### config.mk
export PLATFORM = sky130hd
export DESIGN_NAME = best_fit_buffer_pool_flat
export DESIGN_NICKNAME = d
export VERILOG_FILES = /design/src/hdl/bfp_pkg.sv /design/src/hdl/bfp_ifs.sv /design/src/hdl/bfp_table.sv /design/src/hdl/bfp_scan.sv /design/src/hdl/best_fit_buffer_pool.sv /design/src/flat_wrapper.sv
export SDC_FILE = /design/constraint.sdc
export NUM_CORES = 2
export LEC_CHECK = 0
export BUFFER_PORTS_ARGS = -buffer_cell sky130_fd_sc_hd__buf_4
export CORE_UTILIZATION = 55
export DETAILED_ROUTE_END_ITERATION = 7
export GPL_TIMING_DRIVEN = 0
export PLACE_DENSITY = 0.74
export SLEW_MARGIN = 5
export SYNTH_ARGS = -nofsm -noshare
export SYNTH_HDL_FRONTEND = slang
export SYNTH_HIERARCHICAL = 1
export SYNTH_SLANG_ARGS = --single-unit
### constraint.sdc
create_clock -name clk -period 15.1 [get_ports clk]
set_input_delay 0 -clock clk [delete_from_list [all_inputs] [get_ports clk]]
set_output_delay 0 -clock clk [all_outputs]
set_load 0.1 [all_outputs]
### src/hdl/bfp_pkg.sv
// Shared constants, codes, types and helper functions of the best-fit buffer pool.
package bfp_pkg;

  localparam int SLOTS   = 16;
  localparam int IDX_W   = (SLOTS > 1) ? $clog2(SLOTS) : 1;
  localparam int CNT_W   = $clog2(SLOTS + 1);
  localparam int BYTES_W = 32;
  localparam int CMD_W   = 2;
  localparam int OUTC_W  = 2;
  localparam int FCNT_W  = 5;
  localparam int CFG_IDX_W = 2;
  localparam int CFG_DATA_W = 32;

  // Commands.
  localparam logic [CMD_W-1:0] CMD_ACQUIRE = 2'd0;
  localparam logic [CMD_W-1:0] CMD_RELEASE = 2'd1;
  localparam logic [CMD_W-1:0] CMD_CLEAR   = 2'd2;

  // Release outcomes.
  localparam logic [OUTC_W-1:0] OUTC_NONE    = 2'd0;
  localparam logic [OUTC_W-1:0] OUTC_ACCEPT  = 2'd1;
  localparam logic [OUTC_W-1:0] OUTC_DISCARD = 2'd2;
  localparam logic [OUTC_W-1:0] OUTC_ZERO    = 2'd3;

  // Configuration register indexes.
  localparam logic [CFG_IDX_W-1:0] REG_BUF_CAP          = 2'd0;
  localparam logic [CFG_IDX_W-1:0] REG_MAX_SINGLE_BYTES = 2'd1;
  localparam logic [CFG_IDX_W-1:0] REG_TOTAL_CAP        = 2'd2;

  localparam logic [FCNT_W-1:0]  BUF_CAP_RST   = 5'd4;
  localparam logic [BYTES_W-1:0] MAX_BYTES_RST = '1;

  typedef struct packed {
    logic               clear;
    logic               remove;
    logic [IDX_W-1:0]   remove_idx;
    logic               insert;
    logic [BYTES_W-1:0] insert_bytes;
  } tbl_ctrl_t;

  typedef struct packed {
    logic               busy;
    logic               done;
    logic               found;
    logic [IDX_W-1:0]   best_idx;
    logic [BYTES_W-1:0] best_bytes;
  } scan_stat_t;

  function automatic logic [31:0] sat_inc(input logic [31:0] v);
    sat_inc = (v == '1) ? v : v + 32'd1;
  endfunction

  function automatic logic [FCNT_W-1:0] sat_field(input logic [CNT_W-1:0] v);
    sat_field = (32'(v) > 32'd31) ? 5'd31 : FCNT_W'(v);
  endfunction

endpackage

### src/hdl/bfp_ifs.sv
// Channel interfaces of the best-fit buffer pool: request, result and configuration.
interface bfp_req_if;
  import bfp_pkg::*;
  logic               valid;
  logic               ready;
  logic [CMD_W-1:0]   command;
  logic [BYTES_W-1:0] byte_count;
  modport source(output valid, command, byte_count, input ready);
  modport sink(input valid, command, byte_count, output ready);
endinterface

interface bfp_rsp_if;
  import bfp_pkg::*;
  logic               valid;
  logic               ready;
  logic               hit;
  logic [BYTES_W-1:0] granted_bytes;
  logic [OUTC_W-1:0]  release_outcome;
  logic [FCNT_W-1:0]  evicted_now;
  logic [FCNT_W-1:0]  retained_count;
  logic [BYTES_W-1:0] retained_total;
  logic [31:0]        acquire_total;
  logic [31:0]        hit_total;
  logic [31:0]        evict_total;
  logic [31:0]        accept_total;
  logic [31:0]        discard_total;
  modport source(output valid, hit, granted_bytes, release_outcome, evicted_now,
                 retained_count, retained_total, acquire_total, hit_total,
                 evict_total, accept_total, discard_total, input ready);
  modport sink(input valid, hit, granted_bytes, release_outcome, evicted_now,
               retained_count, retained_total, acquire_total, hit_total,
               evict_total, accept_total, discard_total, output ready);
endinterface

interface bfp_cfg_if;
  import bfp_pkg::*;
  logic                  valid;
  logic                  ready;
  logic [CFG_IDX_W-1:0]  index;
  logic [CFG_DATA_W-1:0] data;
  modport source(output valid, index, data, input ready);
  modport sink(input valid, index, data, output ready);
endinterface

### src/hdl/bfp_table.sv
// Slot table: valid bits, stored sizes, occupancy count and free-slot pick.
module bfp_table (
  input  logic                    clk,
  input  logic                    rst,
  input  bfp_pkg::tbl_ctrl_t      ctrl,
  input  logic [bfp_pkg::IDX_W-1:0] rd_idx,
  output logic                    rd_valid,
  output logic [bfp_pkg::BYTES_W-1:0] rd_bytes,
  output logic [bfp_pkg::CNT_W-1:0] held
);
  import bfp_pkg::*;

  logic [SLOTS-1:0]   slot_valid;
  logic [BYTES_W-1:0] slot_bytes [SLOTS];
  logic [IDX_W-1:0]   free_idx;

  // Lowest free slot.
  always_comb begin
    free_idx = '0;
    for (int i = SLOTS - 1; i >= 0; i--) begin
      if (!slot_valid[i]) free_idx = IDX_W'(i);
    end
  end

  assign rd_valid = slot_valid[rd_idx];
  assign rd_bytes = slot_bytes[rd_idx];

  always_ff @(posedge clk) begin
    if (rst) begin
      slot_valid <= '0;
      held       <= '0;
    end else if (ctrl.clear) begin
      slot_valid <= '0;
      held       <= '0;
    end else if (ctrl.remove) begin
      slot_valid[ctrl.remove_idx] <= 1'b0;
      held <= held - CNT_W'(1);
    end else if (ctrl.insert) begin
      slot_valid[free_idx] <= 1'b1;
      held <= held + CNT_W'(1);
    end
  end

  always_ff @(posedge clk) begin
    if (ctrl.insert && !ctrl.clear && !ctrl.remove) begin
      slot_bytes[free_idx] <= ctrl.insert_bytes;
    end
  end

  a_held_matches_valid: assert property (@(posedge clk) disable iff (rst)
    32'(held) == 32'($countones(slot_valid)))
    else $error("occupancy count disagrees with valid bits");

endmodule

### src/hdl/bfp_scan.sv
// Shared compare unit: walks the slots one per cycle for the smallest size at or above a floor.
module bfp_scan (
  input  logic                        clk,
  input  logic                        rst,
  input  logic                        start,
  input  logic [bfp_pkg::BYTES_W-1:0] floor_bytes,
  output logic [bfp_pkg::IDX_W-1:0]   rd_idx,
  input  logic                        ent_valid,
  input  logic [bfp_pkg::BYTES_W-1:0] ent_bytes,
  output bfp_pkg::scan_stat_t         stat
);
  import bfp_pkg::*;

  logic               busy;
  logic               done;
  logic               found;
  logic [IDX_W-1:0]   idx;
  logic [IDX_W-1:0]   best_idx;
  logic [BYTES_W-1:0] best_bytes;
  logic [BYTES_W-1:0] floor_q;
  logic               cand;
  logic               last;

  // Strict less-than keeps the lowest index on equal sizes.
  assign cand = ent_valid && (ent_bytes >= floor_q) && (!found || ent_bytes < best_bytes);
  assign last = (idx == IDX_W'(SLOTS - 1));
  assign rd_idx = idx;

  always_ff @(posedge clk) begin
    if (rst) begin
      busy <= 1'b0;
      done <= 1'b0;
    end else begin
      done <= 1'b0;
      if (start) begin
        busy <= 1'b1;
      end else if (busy && last) begin
        busy <= 1'b0;
        done <= 1'b1;
      end
    end
  end

  always_ff @(posedge clk) begin
    if (start) begin
      idx     <= '0;
      found   <= 1'b0;
      floor_q <= floor_bytes;
    end else if (busy) begin
      if (cand) begin
        found      <= 1'b1;
        best_idx   <= idx;
        best_bytes <= ent_bytes;
      end
      if (!last) idx <= idx + IDX_W'(1);
    end
  end

  assign stat.busy       = busy;
  assign stat.done       = done;
  assign stat.found      = found;
  assign stat.best_idx   = best_idx;
  assign stat.best_bytes = best_bytes;

  a_no_restart: assert property (@(posedge clk) disable iff (rst)
    start |-> !busy)
    else $error("scan restarted while busy");

  a_found_fits: assert property (@(posedge clk) disable iff (rst)
    (done && found) |-> (best_bytes >= floor_q))
    else $error("scan result below floor");

endmodule

### src/hdl/best_fit_buffer_pool.sv
// Top level of the best-fit buffer pool: sequencer, budgets, counters and result register.
// Acquire: one 16-slot scan from acceptance to a valid result. A clear, or a zero-size or
// oversize release, goes straight to the result. Any other release: a budget check, then
// per eviction a smallest-entry scan and a new check, then the final budget decision.
// Throughput: one transaction at a time; the scan unit reads one slot per cycle.
// Reset (rst, synchronous): table empty, counters zero, budgets at their reset values.
module best_fit_buffer_pool (
  input  logic        clk,
  input  logic        rst,
  bfp_req_if.sink     req,
  bfp_rsp_if.source   rsp,
  bfp_cfg_if.sink     cfg
);
  import bfp_pkg::*;

  localparam logic [2:0] S_IDLE     = 3'd0;
  localparam logic [2:0] S_SCAN_ACQ = 3'd1;
  localparam logic [2:0] S_CHECK    = 3'd2;
  localparam logic [2:0] S_SCAN_EV  = 3'd3;
  localparam logic [2:0] S_FINAL    = 3'd4;
  localparam logic [2:0] S_OUT      = 3'd5;

  logic [2:0] state;

  // Budgets.
  logic [FCNT_W-1:0]  buf_cap;
  logic [BYTES_W-1:0] max_single_bytes;
  logic [BYTES_W-1:0] total_cap;

  // Item being worked on.
  logic [CMD_W-1:0]   cmd;
  logic [BYTES_W-1:0] size;

  // Result fields.
  logic               res_hit;
  logic [BYTES_W-1:0] res_granted;
  logic [OUTC_W-1:0]  res_outcome;
  logic [CNT_W-1:0]   evict_run;

  // Telemetry.
  logic [BYTES_W-1:0] held_sum;
  logic [31:0]        acquire_count;
  logic [31:0]        hit_count;
  logic [31:0]        evict_count;
  logic [31:0]        accept_count;
  logic [31:0]        discard_count;

  tbl_ctrl_t          tctl;
  scan_stat_t         sstat;
  logic [IDX_W-1:0]   rd_idx;
  logic               rd_valid;
  logic [BYTES_W-1:0] rd_bytes;
  logic [CNT_W-1:0]   held;
  logic               scan_start;
  logic [BYTES_W-1:0] scan_floor;
  logic [CNT_W-1:0]   cnt_limit;
  logic               fits;
  logic               accept_in;

  assign accept_in = req.valid && req.ready;
  assign req.ready = (state == S_IDLE);
  assign cfg.ready = 1'b1;

  // Count budget above the table size acts as the table size.
  assign cnt_limit = (32'(buf_cap) > 32'(SLOTS)) ? CNT_W'(SLOTS) : CNT_W'(buf_cap);

  // Both budgets must allow one more entry of the current size.
  assign fits = (held < cnt_limit) && (held_sum <= total_cap) &&
                (size <= total_cap - held_sum);

  // Start a scan: best fit for an acquire, smallest entry for an eviction.
  assign scan_start = (state == S_IDLE && accept_in && req.command == CMD_ACQUIRE) ||
                      (state == S_CHECK && held != '0 && !fits);
  assign scan_floor = (state == S_IDLE) ? req.byte_count : '0;

  // Table writes: clear on a clear command, remove on a hit or an eviction,
  // insert when a release survives the budget check.
  always_comb begin
    tctl = '0;
    tctl.remove_idx   = sstat.best_idx;
    tctl.insert_bytes = size;
    case (state)
      S_IDLE: begin
        tctl.clear = accept_in && (req.command == CMD_CLEAR);
      end
      S_SCAN_ACQ: begin
        tctl.remove = sstat.done && sstat.found;
      end
      S_SCAN_EV: begin
        tctl.remove = sstat.done && sstat.found && (sstat.best_bytes < size);
      end
      S_FINAL: begin
        tctl.insert = fits;
      end
      default: begin
        tctl = tctl;
      end
    endcase
  end

  bfp_table u_table (
    .clk      (clk),
    .rst      (rst),
    .ctrl     (tctl),
    .rd_idx   (rd_idx),
    .rd_valid (rd_valid),
    .rd_bytes (rd_bytes),
    .held     (held)
  );

  bfp_scan u_scan (
    .clk         (clk),
    .rst         (rst),
    .start       (scan_start),
    .floor_bytes (scan_floor),
    .rd_idx      (rd_idx),
    .ent_valid   (rd_valid),
    .ent_bytes   (rd_bytes),
    .stat        (sstat)
  );

  // Configuration writes; indexes beyond the list are dropped.
  always_ff @(posedge clk) begin
    if (rst) begin
      buf_cap          <= BUF_CAP_RST;
      max_single_bytes <= MAX_BYTES_RST;
      total_cap        <= MAX_BYTES_RST;
    end else if (cfg.valid && cfg.ready) begin
      case (cfg.index)
        REG_BUF_CAP:          buf_cap          <= cfg.data[FCNT_W-1:0];
        REG_MAX_SINGLE_BYTES: max_single_bytes <= cfg.data[BYTES_W-1:0];
        REG_TOTAL_CAP:        total_cap        <= cfg.data[BYTES_W-1:0];
        default:              buf_cap          <= buf_cap;
      endcase
    end
  end

  // Sequencer, counters and result register.
  always_ff @(posedge clk) begin
    if (rst) begin
      state         <= S_IDLE;
      held_sum      <= '0;
      acquire_count <= '0;
      hit_count     <= '0;
      evict_count   <= '0;
      accept_count  <= '0;
      discard_count <= '0;
    end else begin
      case (state)
        S_IDLE: begin
          if (accept_in) begin
            case (req.command)
              CMD_ACQUIRE: begin
                acquire_count <= sat_inc(acquire_count);
                state <= S_SCAN_ACQ;
              end
              CMD_RELEASE: begin
                if (req.byte_count == '0) begin
                  state <= S_OUT;
                end else if (req.byte_count > max_single_bytes ||
                             req.byte_count > total_cap) begin
                  discard_count <= sat_inc(discard_count);
                  state <= S_OUT;
                end else begin
                  state <= S_CHECK;
                end
              end
              CMD_CLEAR: begin
                held_sum      <= '0;
                acquire_count <= '0;
                hit_count     <= '0;
                evict_count   <= '0;
                accept_count  <= '0;
                discard_count <= '0;
                state <= S_OUT;
              end
              default: begin
                state <= S_OUT;
              end
            endcase
          end
        end
        S_SCAN_ACQ: begin
          if (sstat.done) begin
            if (sstat.found) begin
              hit_count <= sat_inc(hit_count);
              held_sum  <= held_sum - sstat.best_bytes;
            end
            state <= S_OUT;
          end
        end
        S_CHECK: begin
          // Evict only while something is held and a budget is exceeded.
          state <= (held != '0 && !fits) ? S_SCAN_EV : S_FINAL;
        end
        S_SCAN_EV: begin
          if (sstat.done) begin
            if (sstat.found && sstat.best_bytes < size) begin
              held_sum    <= held_sum - sstat.best_bytes;
              evict_count <= sat_inc(evict_count);
              state <= S_CHECK;
            end else begin
              state <= S_FINAL;
            end
          end
        end
        S_FINAL: begin
          if (fits) begin
            held_sum     <= held_sum + size;
            accept_count <= sat_inc(accept_count);
          end else begin
            discard_count <= sat_inc(discard_count);
          end
          state <= S_OUT;
        end
        S_OUT: begin
          if (rsp.ready) state <= S_IDLE;
        end
        default: begin
          state <= S_IDLE;
        end
      endcase
    end
  end

  // Result payload; hold while the result waits.
  always_ff @(posedge clk) begin
    case (state)
      S_IDLE: begin
        if (accept_in) begin
          cmd         <= req.command;
          size        <= req.byte_count;
          res_hit     <= 1'b0;
          res_granted <= '0;
          evict_run   <= '0;
          res_outcome <= OUTC_NONE;
          if (req.command == CMD_RELEASE) begin
            if (req.byte_count == '0) begin
              res_outcome <= OUTC_ZERO;
            end else if (req.byte_count > max_single_bytes ||
                         req.byte_count > total_cap) begin
              res_outcome <= OUTC_DISCARD;
            end
          end
        end
      end
      S_SCAN_ACQ: begin
        if (sstat.done && sstat.found) begin
          res_hit     <= 1'b1;
          res_granted <= sstat.best_bytes;
        end
      end
      S_SCAN_EV: begin
        if (sstat.done && sstat.found && sstat.best_bytes < size) begin
          evict_run <= evict_run + CNT_W'(1);
        end
      end
      S_FINAL: begin
        res_outcome <= fits ? OUTC_ACCEPT : OUTC_DISCARD;
      end
      default: begin
        res_hit <= res_hit;
      end
    endcase
  end

  assign rsp.valid           = (state == S_OUT);
  assign rsp.hit             = res_hit;
  assign rsp.granted_bytes   = res_granted;
  assign rsp.release_outcome = res_outcome;
  assign rsp.evicted_now     = sat_field(evict_run);
  assign rsp.retained_count  = sat_field(held);
  assign rsp.retained_total  = held_sum;
  assign rsp.acquire_total   = acquire_count;
  assign rsp.hit_total       = hit_count;
  assign rsp.evict_total     = evict_count;
  assign rsp.accept_total    = accept_count;
  assign rsp.discard_total   = discard_count;

  a_empty_sum_zero: assert property (@(posedge clk) disable iff (rst)
    (held == '0) |-> (held_sum == '0))
    else $error("byte sum nonzero with an empty table");

  a_clear_zeroes: assert property (@(posedge clk) disable iff (rst)
    (accept_in && req.command == CMD_CLEAR) |=>
      (held_sum == '0 && acquire_count == '0 && held == '0))
    else $error("clear left telemetry behind");

  a_hit_fits: assert property (@(posedge clk) disable iff (rst)
    (rsp.valid && res_hit) |-> (cmd == CMD_ACQUIRE && res_granted >= size))
    else $error("granted entry smaller than request");

  a_hit_not_release: assert property (@(posedge clk) disable iff (rst)
    rsp.valid |-> !(res_hit && res_outcome != OUTC_NONE))
    else $error("hit reported on a release");

endmodule
### src/flat_wrapper.sv
// flat-port wrapper written by rule: the top's interface ports become plain ports
module best_fit_buffer_pool_flat import bfp_pkg::*;
  (clk, rst, req_valid, req_command, req_byte_count, req_ready, rsp_valid, rsp_hit, rsp_granted_bytes, rsp_release_outcome, rsp_evicted_now, rsp_retained_count, rsp_retained_total, rsp_acquire_total, rsp_hit_total, rsp_evict_total, rsp_accept_total, rsp_discard_total, rsp_ready, cfg_valid, cfg_index, cfg_data, cfg_ready);
  bfp_req_if req_i ();
  bfp_rsp_if rsp_i ();
  bfp_cfg_if cfg_i ();
  input  logic clk;
  input  logic rst;
  input wire logic [$bits(req_i.valid)-1:0] req_valid;
  input wire logic [$bits(req_i.command)-1:0] req_command;
  input wire logic [$bits(req_i.byte_count)-1:0] req_byte_count;
  output wire logic [$bits(req_i.ready)-1:0] req_ready;
  output wire logic [$bits(rsp_i.valid)-1:0] rsp_valid;
  output wire logic [$bits(rsp_i.hit)-1:0] rsp_hit;
  output wire logic [$bits(rsp_i.granted_bytes)-1:0] rsp_granted_bytes;
  output wire logic [$bits(rsp_i.release_outcome)-1:0] rsp_release_outcome;
  output wire logic [$bits(rsp_i.evicted_now)-1:0] rsp_evicted_now;
  output wire logic [$bits(rsp_i.retained_count)-1:0] rsp_retained_count;
  output wire logic [$bits(rsp_i.retained_total)-1:0] rsp_retained_total;
  output wire logic [$bits(rsp_i.acquire_total)-1:0] rsp_acquire_total;
  output wire logic [$bits(rsp_i.hit_total)-1:0] rsp_hit_total;
  output wire logic [$bits(rsp_i.evict_total)-1:0] rsp_evict_total;
  output wire logic [$bits(rsp_i.accept_total)-1:0] rsp_accept_total;
  output wire logic [$bits(rsp_i.discard_total)-1:0] rsp_discard_total;
  input wire logic [$bits(rsp_i.ready)-1:0] rsp_ready;
  input wire logic [$bits(cfg_i.valid)-1:0] cfg_valid;
  input wire logic [$bits(cfg_i.index)-1:0] cfg_index;
  input wire logic [$bits(cfg_i.data)-1:0] cfg_data;
  output wire logic [$bits(cfg_i.ready)-1:0] cfg_ready;
  assign req_i.valid = req_valid;
  assign req_i.command = req_command;
  assign req_i.byte_count = req_byte_count;
  assign req_ready = req_i.ready;
  assign rsp_valid = rsp_i.valid;
  assign rsp_hit = rsp_i.hit;
  assign rsp_granted_bytes = rsp_i.granted_bytes;
  assign rsp_release_outcome = rsp_i.release_outcome;
  assign rsp_evicted_now = rsp_i.evicted_now;
  assign rsp_retained_count = rsp_i.retained_count;
  assign rsp_retained_total = rsp_i.retained_total;
  assign rsp_acquire_total = rsp_i.acquire_total;
  assign rsp_hit_total = rsp_i.hit_total;
  assign rsp_evict_total = rsp_i.evict_total;
  assign rsp_accept_total = rsp_i.accept_total;
  assign rsp_discard_total = rsp_i.discard_total;
  assign rsp_i.ready = rsp_ready;
  assign cfg_i.valid = cfg_valid;
  assign cfg_i.index = cfg_index;
  assign cfg_i.data = cfg_data;
  assign cfg_ready = cfg_i.ready;
  best_fit_buffer_pool u_core (.clk(clk), .rst(rst), .req(req_i), .rsp(rsp_i), .cfg(cfg_i));
endmodule
== Word-level counts from Yosys, hierarchy flattened ==
Memory sizes are Yosys's and may differ from the RTL's. A register that Yosys moved wholly into a read port is not among the register bits.
Index checks and enable logic that the tools add are counted.
Storage, ports and cells
  bits in registers: 432
  memory bits (writable): 512
  bits of input ports: 73
  output and inout bits: 240
  logic and storage cells: 236
  memories: 1
Memories
  u_core.u_table.slot_bytes: depth 16, bits a word 32, rd ports 1, clocked after Yosys merged registers in 1, write ports 1, line bfp_table.sv:14  | logic [BYTES_W-1:0] slot_bytes [SLOTS];
Operators by class
  $add $sub $neg: 12
  $lt $le $gt $ge: 14
  equality and inequality tests: 33
  mux-type cells: 90
  bitwise operators: 5
  reduce and logical (&&, ||, !) cells: 57
Operators by type and width (number)
  32-bit 2-to-1 mux: 23
  32-bit case mux with 2 select lines: 7
  32-bit by 1-bit adder with 32-bit output (second input constant): 5
  32-bit == test (second input constant): 5
  32-bit case mux with 4 select lines: 1
  4-bit 2-to-1 mux: 18
  32-bit greater-than comparator: 2
  32-bit <= comparator: 2
  32-bit less-than comparator: 2
  32-bit subtractor: 2
  32-bit adder: 1
  32-bit >= comparator: 1
  32-bit logical NOT: 1
  16-bit 2-to-1 mux: 2
  5-bit 2-to-1 mux: 5
  3-bit 2-to-1 mux: 8
  2-bit != test (second input constant): 10
  1-bit logical AND: 19
  3-bit case mux with 6 select lines: 1
  6-bit AND reduction: 3
  16-bit AND: 1
  16-bit inverter: 1
  16-bit bitwise OR: 1
  4-bit by 5-bit less-than comparator with 1-bit output (second input constant): 3
  36 further kinds: 87

== Depth between registers and ports, before layout ==
  word-level depth: 23
  mapped depth: 26
  depth with buffers taken out: 26

== Hierarchy ==
The synthesis kept the hierarchy.
By module, submodules not included
  best_fit_buffer_pool: instances 1, cells each 2589, area an instance 21341.7 um2, seq. area each 7447.1 um2
  bfp_table: instances 1, cells each 909, area an instance 20748.6 um2, seq. area each 15795.1 um2
  bfp_scan: instances 1, cells each 326, area an instance 3910.0 um2, seq. area each 2182.1 um2

== Worst setup path before layout ==
No wires, ideal clock.
  kind: reg-to-reg
  start: register u_core.held_sum[1], in the netlist u_core/rsp.retained_total[1]
  end: register u_core.u_scan.best_bytes[0], enable pin
  library setup time: 426 ps
  data arrival time: 8223 ps
  required time: 14674 ps
  path slack: 6451 ps
  stages on the path, launching flop included: 26
  buffers on the path: 0
  period minus slack after synthesis: 8649 ps
  path through: dfxtp_1 > inv_1 > ha_1 > nor2b_1 > o31a_1 > o21ai_0 > nand2_1 > a21oi_1 > nor2b_1 > o21a_1 > o2111a_1 > a311oi_1 > ha_1 > nand4_1 > nor2_1 > a221o_1 > o31a_1 > a211oi_1 > nand2_1 > and4_1 > o21bai_1 > nand3b_4 > or4_1 > nor2_1 > a21oi_1 > a211oi_2
On the way
  longest elaborated chain between the ends: 8
  elaborated cells on any way between the ends: 10
  classes of those cells: 1 x add/sub; 2 x order compare; 1 x bitwise; 6 x reduce/logical
Ends and longest elaborated chain
  start, declared: line best_fit_buffer_pool.sv:41  | logic [BYTES_W-1:0] held_sum;
  start signal, assigned: line best_fit_buffer_pool.sv:187  | held_sum <= held_sum - sstat.best_bytes;
  start signal, assigned: line best_fit_buffer_pool.sv:199  | held_sum <= held_sum - sstat.best_bytes;
  start signal, assigned: line best_fit_buffer_pool.sv:209  | held_sum <= held_sum + size;
  32-bit subtractor or 32-bit <= comparator (tied branches): line best_fit_buffer_pool.sv:69, best_fit_buffer_pool.sv:68
  32-bit <= comparator or 1-bit logical AND (tied branches): line best_fit_buffer_pool.sv:69, best_fit_buffer_pool.sv:68
  1-bit logical AND (*): line best_fit_buffer_pool.sv:68  | assign fits = (held < cnt_limit) && (held_sum <= total_cap) &&
  1-bit logical NOT (*): line best_fit_buffer_pool.sv:73  | (state == S_CHECK && held != '0 && !fits);
  1-bit logical AND (*): line best_fit_buffer_pool.sv:73
  1-bit logical OR (*): line best_fit_buffer_pool.sv:72  | assign scan_start = (state == S_IDLE && accept_in && req.command == CMD_ACQUIRE) ||
  named net u_core.scan_start: line best_fit_buffer_pool.sv:54  | logic scan_start;
  1-bit inverter (no line) (*)
  3-bit AND reduction (no line) (*)
  end signal, assigned: line bfp_scan.sv:53  | best_bytes <= ent_bytes;
  end, declared: line bfp_scan.sv:19  | logic [BYTES_W-1:0] best_bytes;
The timed path passes the listed nets; every way through them passes the cells marked *.
A chain may end at the register's enable or synchronous reset.

== Worst setup path in the final report ==
  start: register u_core.held_sum[16], in the netlist u_core/rsp.retained_total[16]
  end: register u_core.u_scan.best_bytes[25], enable pin
The elaborated chain is that of the path after synthesis.

==> metrics.md <==
| Metric | Value |
|---|---|
| Die Wd | roughly 290 µm |
| RR Startpoint | u_core/rsp.retained_total[16] |
| Final wirelength | around 130,000 µm |
| DR vias | about 34,000 |
| Post-CTS Resized | 0 |
| Congestion Overflow GR | 0 |
| Period utilisation layout | about 53% |
| Max-slew headroom | between 10% and 20% |
| Critical Path Source | u_core/rsp.retained_total[16] |
| Startpoint types | register |
| Die area | about 85,000 µm² |
| Hold Vio Cnt, Final | 0 |
| GP Congestion | 0.961 |
| Leak | between 20 and 25 nW |
| Util after Layout | approximately two thirds |
| Status | completed |
| CTS max path bufs | 3 |
| Root Driver | clkbuf_16 |
| Die Span Y | 291 µm |
| Max cap viols | 0 |
| Nets | between 4,000 and 5,000 |
| Worst flop-to-flop path endpoint | u_core/u_scan/best_bytes[25] |
| N_diodes | 0 |
| Largest net degree at the start of global routing | 34 |
| Critical Path End | u_core/u_scan/best_bytes[25] |
| Min-Delay Path Class | input port to register |
| Setup CP Type | register to register |
| Layout Skew | around 0.090 ns |
| DP Wirelength | 94,800 µm |
| Slew Viols, Final | 0 |
| Critical path endpoint category | register |
| Mean post-synth cell area | about 12 µm² |
| Final setup viols | 0 |
| Ratio of cells with drive above 1 in the final layout | between 15 and 20% |
| Vias in the first global route | between 30,000 and 40,000 |
| R2R Setup Slk | between 7 and 8 ns |
| Total GRT Usage | around 31% |
| Mapped Cells | 3,823 |
| Fin crit period | about 8.0 ns |
| R2R cell count | 24 |
| Clock transition at path regs | ~0.07 ns |
| Worst skew pair latency | 0.69 ns |
| Largest register by flop count | u_core/u_table/slot_bytes |
| Initial drt markers | ~3,400 |
| First-pass GRT wire length | 200,000 µm |
| RSZ-0062 raised after global routing | no |
| Cell Pwr Density | around 160 nW/µm² |
| Total core area | roughly 82,000 µm² |
| H-tree depth | 3 |
| CTS tree | built |
| Worst Hold Depth | 4 |
| P&R area growth vs syn | 17.5% |
| Worst EP required | between 15 and 20 ns |
| Initial antenna violation count | 5 |
| Synthesized cell area | 46,000 µm² |
| Tot Pwr | approximately 0.0086 W |
| Max frequency | approximately 0.12 GHz |
| Ports | 313 |
| Post-Route Setup TNS | 0 ns |
| Drt first pass iters | 6 |
| Residual DRC | 0 |
| Initial cell density of the core | a little under three fifths |
| Vias per cell | approximately 6.2 |
| DR WL/cell | around 25 µm |
| FP Rows | around 110 |
| Critical Path AT | 8.35 ns |
| Max reg flops | just over 500 |
| Worst-Margin Slew | roughly 1.2 ns |
| Num Clock Sinks | roughly 940 |
| Port Buffer Count | ~310 |
| CTS buffer count | 95 |
| Remaining antenna violation count | 0 |
| Ys Warns | 6 |
| Max VDD drop | between 100 and 150 µV |
| Critical path peak fanout | 13 |
| Net Count, Synth | around 4,200 |
worst min path at each step:
stage	from	slack (ns)	to
6_report	cfg_data[7]	0.09	u_core/total_cap[7]
5_1_grt	req_byte_count[5]	0.08	u_core/size[5]
3_5_place_dp	req_byte_count[5]	0.24	u_core/size[5]
4_1_cts	cfg_data[7]	0.06	u_core/total_cap[7]
3_3_place_gp	cfg_data[16]	0.24	u_core/max_single_bytes[16]
2_1_floorplan	rst	0.07	u_core/u_scan/busy
metrics by stage:
stage	area (µm²)	cells	hold slack [ns]	worst slack [ns]
after floorplan	46000	3823	0.0724	6.45
after global placement	49700	5204	0.243	4.62
after detailed placement	50300	5226	0.244	7.32
after CTS	54100	5475	0.0583	7.26
after global routing	54100	5475	0.0841	6.62
final	54100	5475	0.0913	7.07
area by class of cell:
cell class	instances	area, µm²
Fill cell	5972	28300
Clock buffer	120	2600
Sequential cell	944	25400
Inverter	252	946
Timing Repair Buffer	408	3540
Tap cell	1070	1340
Multi-Input combinational cell	2477	19100
Clock inverter	54	434
Buffer	150	696
per-layer routing:
metal  GRT usage, %  wire (µm)  up-vias
li1               -          -    15300
met1           41.9      53100    16600
met2           50.1      62700     1860
met3           5.83      12900      314
met4           13.1       5690        2
met5              0         13        -
worst max-delay path, cell delays in order (launching register included):
cell and delay [ns]:
dfxtp_1 0.51, inv_1 0.13, ha_1 0.31, clkbuf_1 0.19, a211o_1 0.32, a2111oi_0 0.67
a21oi_1 0.25, o221ai_1 0.41, o2111ai_1 0.19, a21oi_1 0.21, xnor2_1 0.12, ha_1 0.33
nand4_1 0.18, nor4_1 0.51, nand2_1 0.25, a211oi_1 0.53, nand2_1 0.19, and4_1 0.26
o21bai_4 0.25, nand3b_4 0.20, or4_1 0.57, o22ai_1 0.17, a21oi_1 0.13, a211oi_4 0.55
buf_8 0.24
report_power, final:
| group | internal, W | total, W | switching (W) |
|---|---|---|---|
| combinational | 0.00106 | 0.00305 | 0.00199 |
| sequential | 0.00303 | 0.00325 | 0.000222 |
| clock | 0.00126 | 0.00230 | 0.00104 |
| total | 0.00535 | 0.00860 | 0.00325 |
placed cells by master (no fill, tap or decap), types with 17 or more instances in the layout:
cell type,n
buf_4,315
xnor2_1,108
clkinv_2,17
edfxtp_1,652
or3_1,38
or4_1,21
nand4_1,74
nand2b_1,23
and2_1,77
clkbuf_16,99
buf_2,20
a21o_1,35
a21oi_1,228
nor2_1,271
o211ai_1,76
o21ai_0,140
nand3_1,102
nor4_1,45
nor3_1,72
and4_1,29
ha_1,268
dlygate4sd3_1,75
clkbuf_1,120
a31oi_1,18
o31ai_1,22
mux4_2,164
clkinv_1,20
xor2_1,84
dfxtp_1,292
nand2_1,313
inv_1,251
and3_1,35
nor2b_1,17
what timing repair did:
| item | CTS | global route |
|---|---|---|
| hold endpoints to repair | 168 | 0 |
| hold buffers | 75 | 0 |
| endpoints found under the setup margin | 0 | 0 |
| setup buffers | 0 | 0 |
Power figures use the tool's default switching activity.
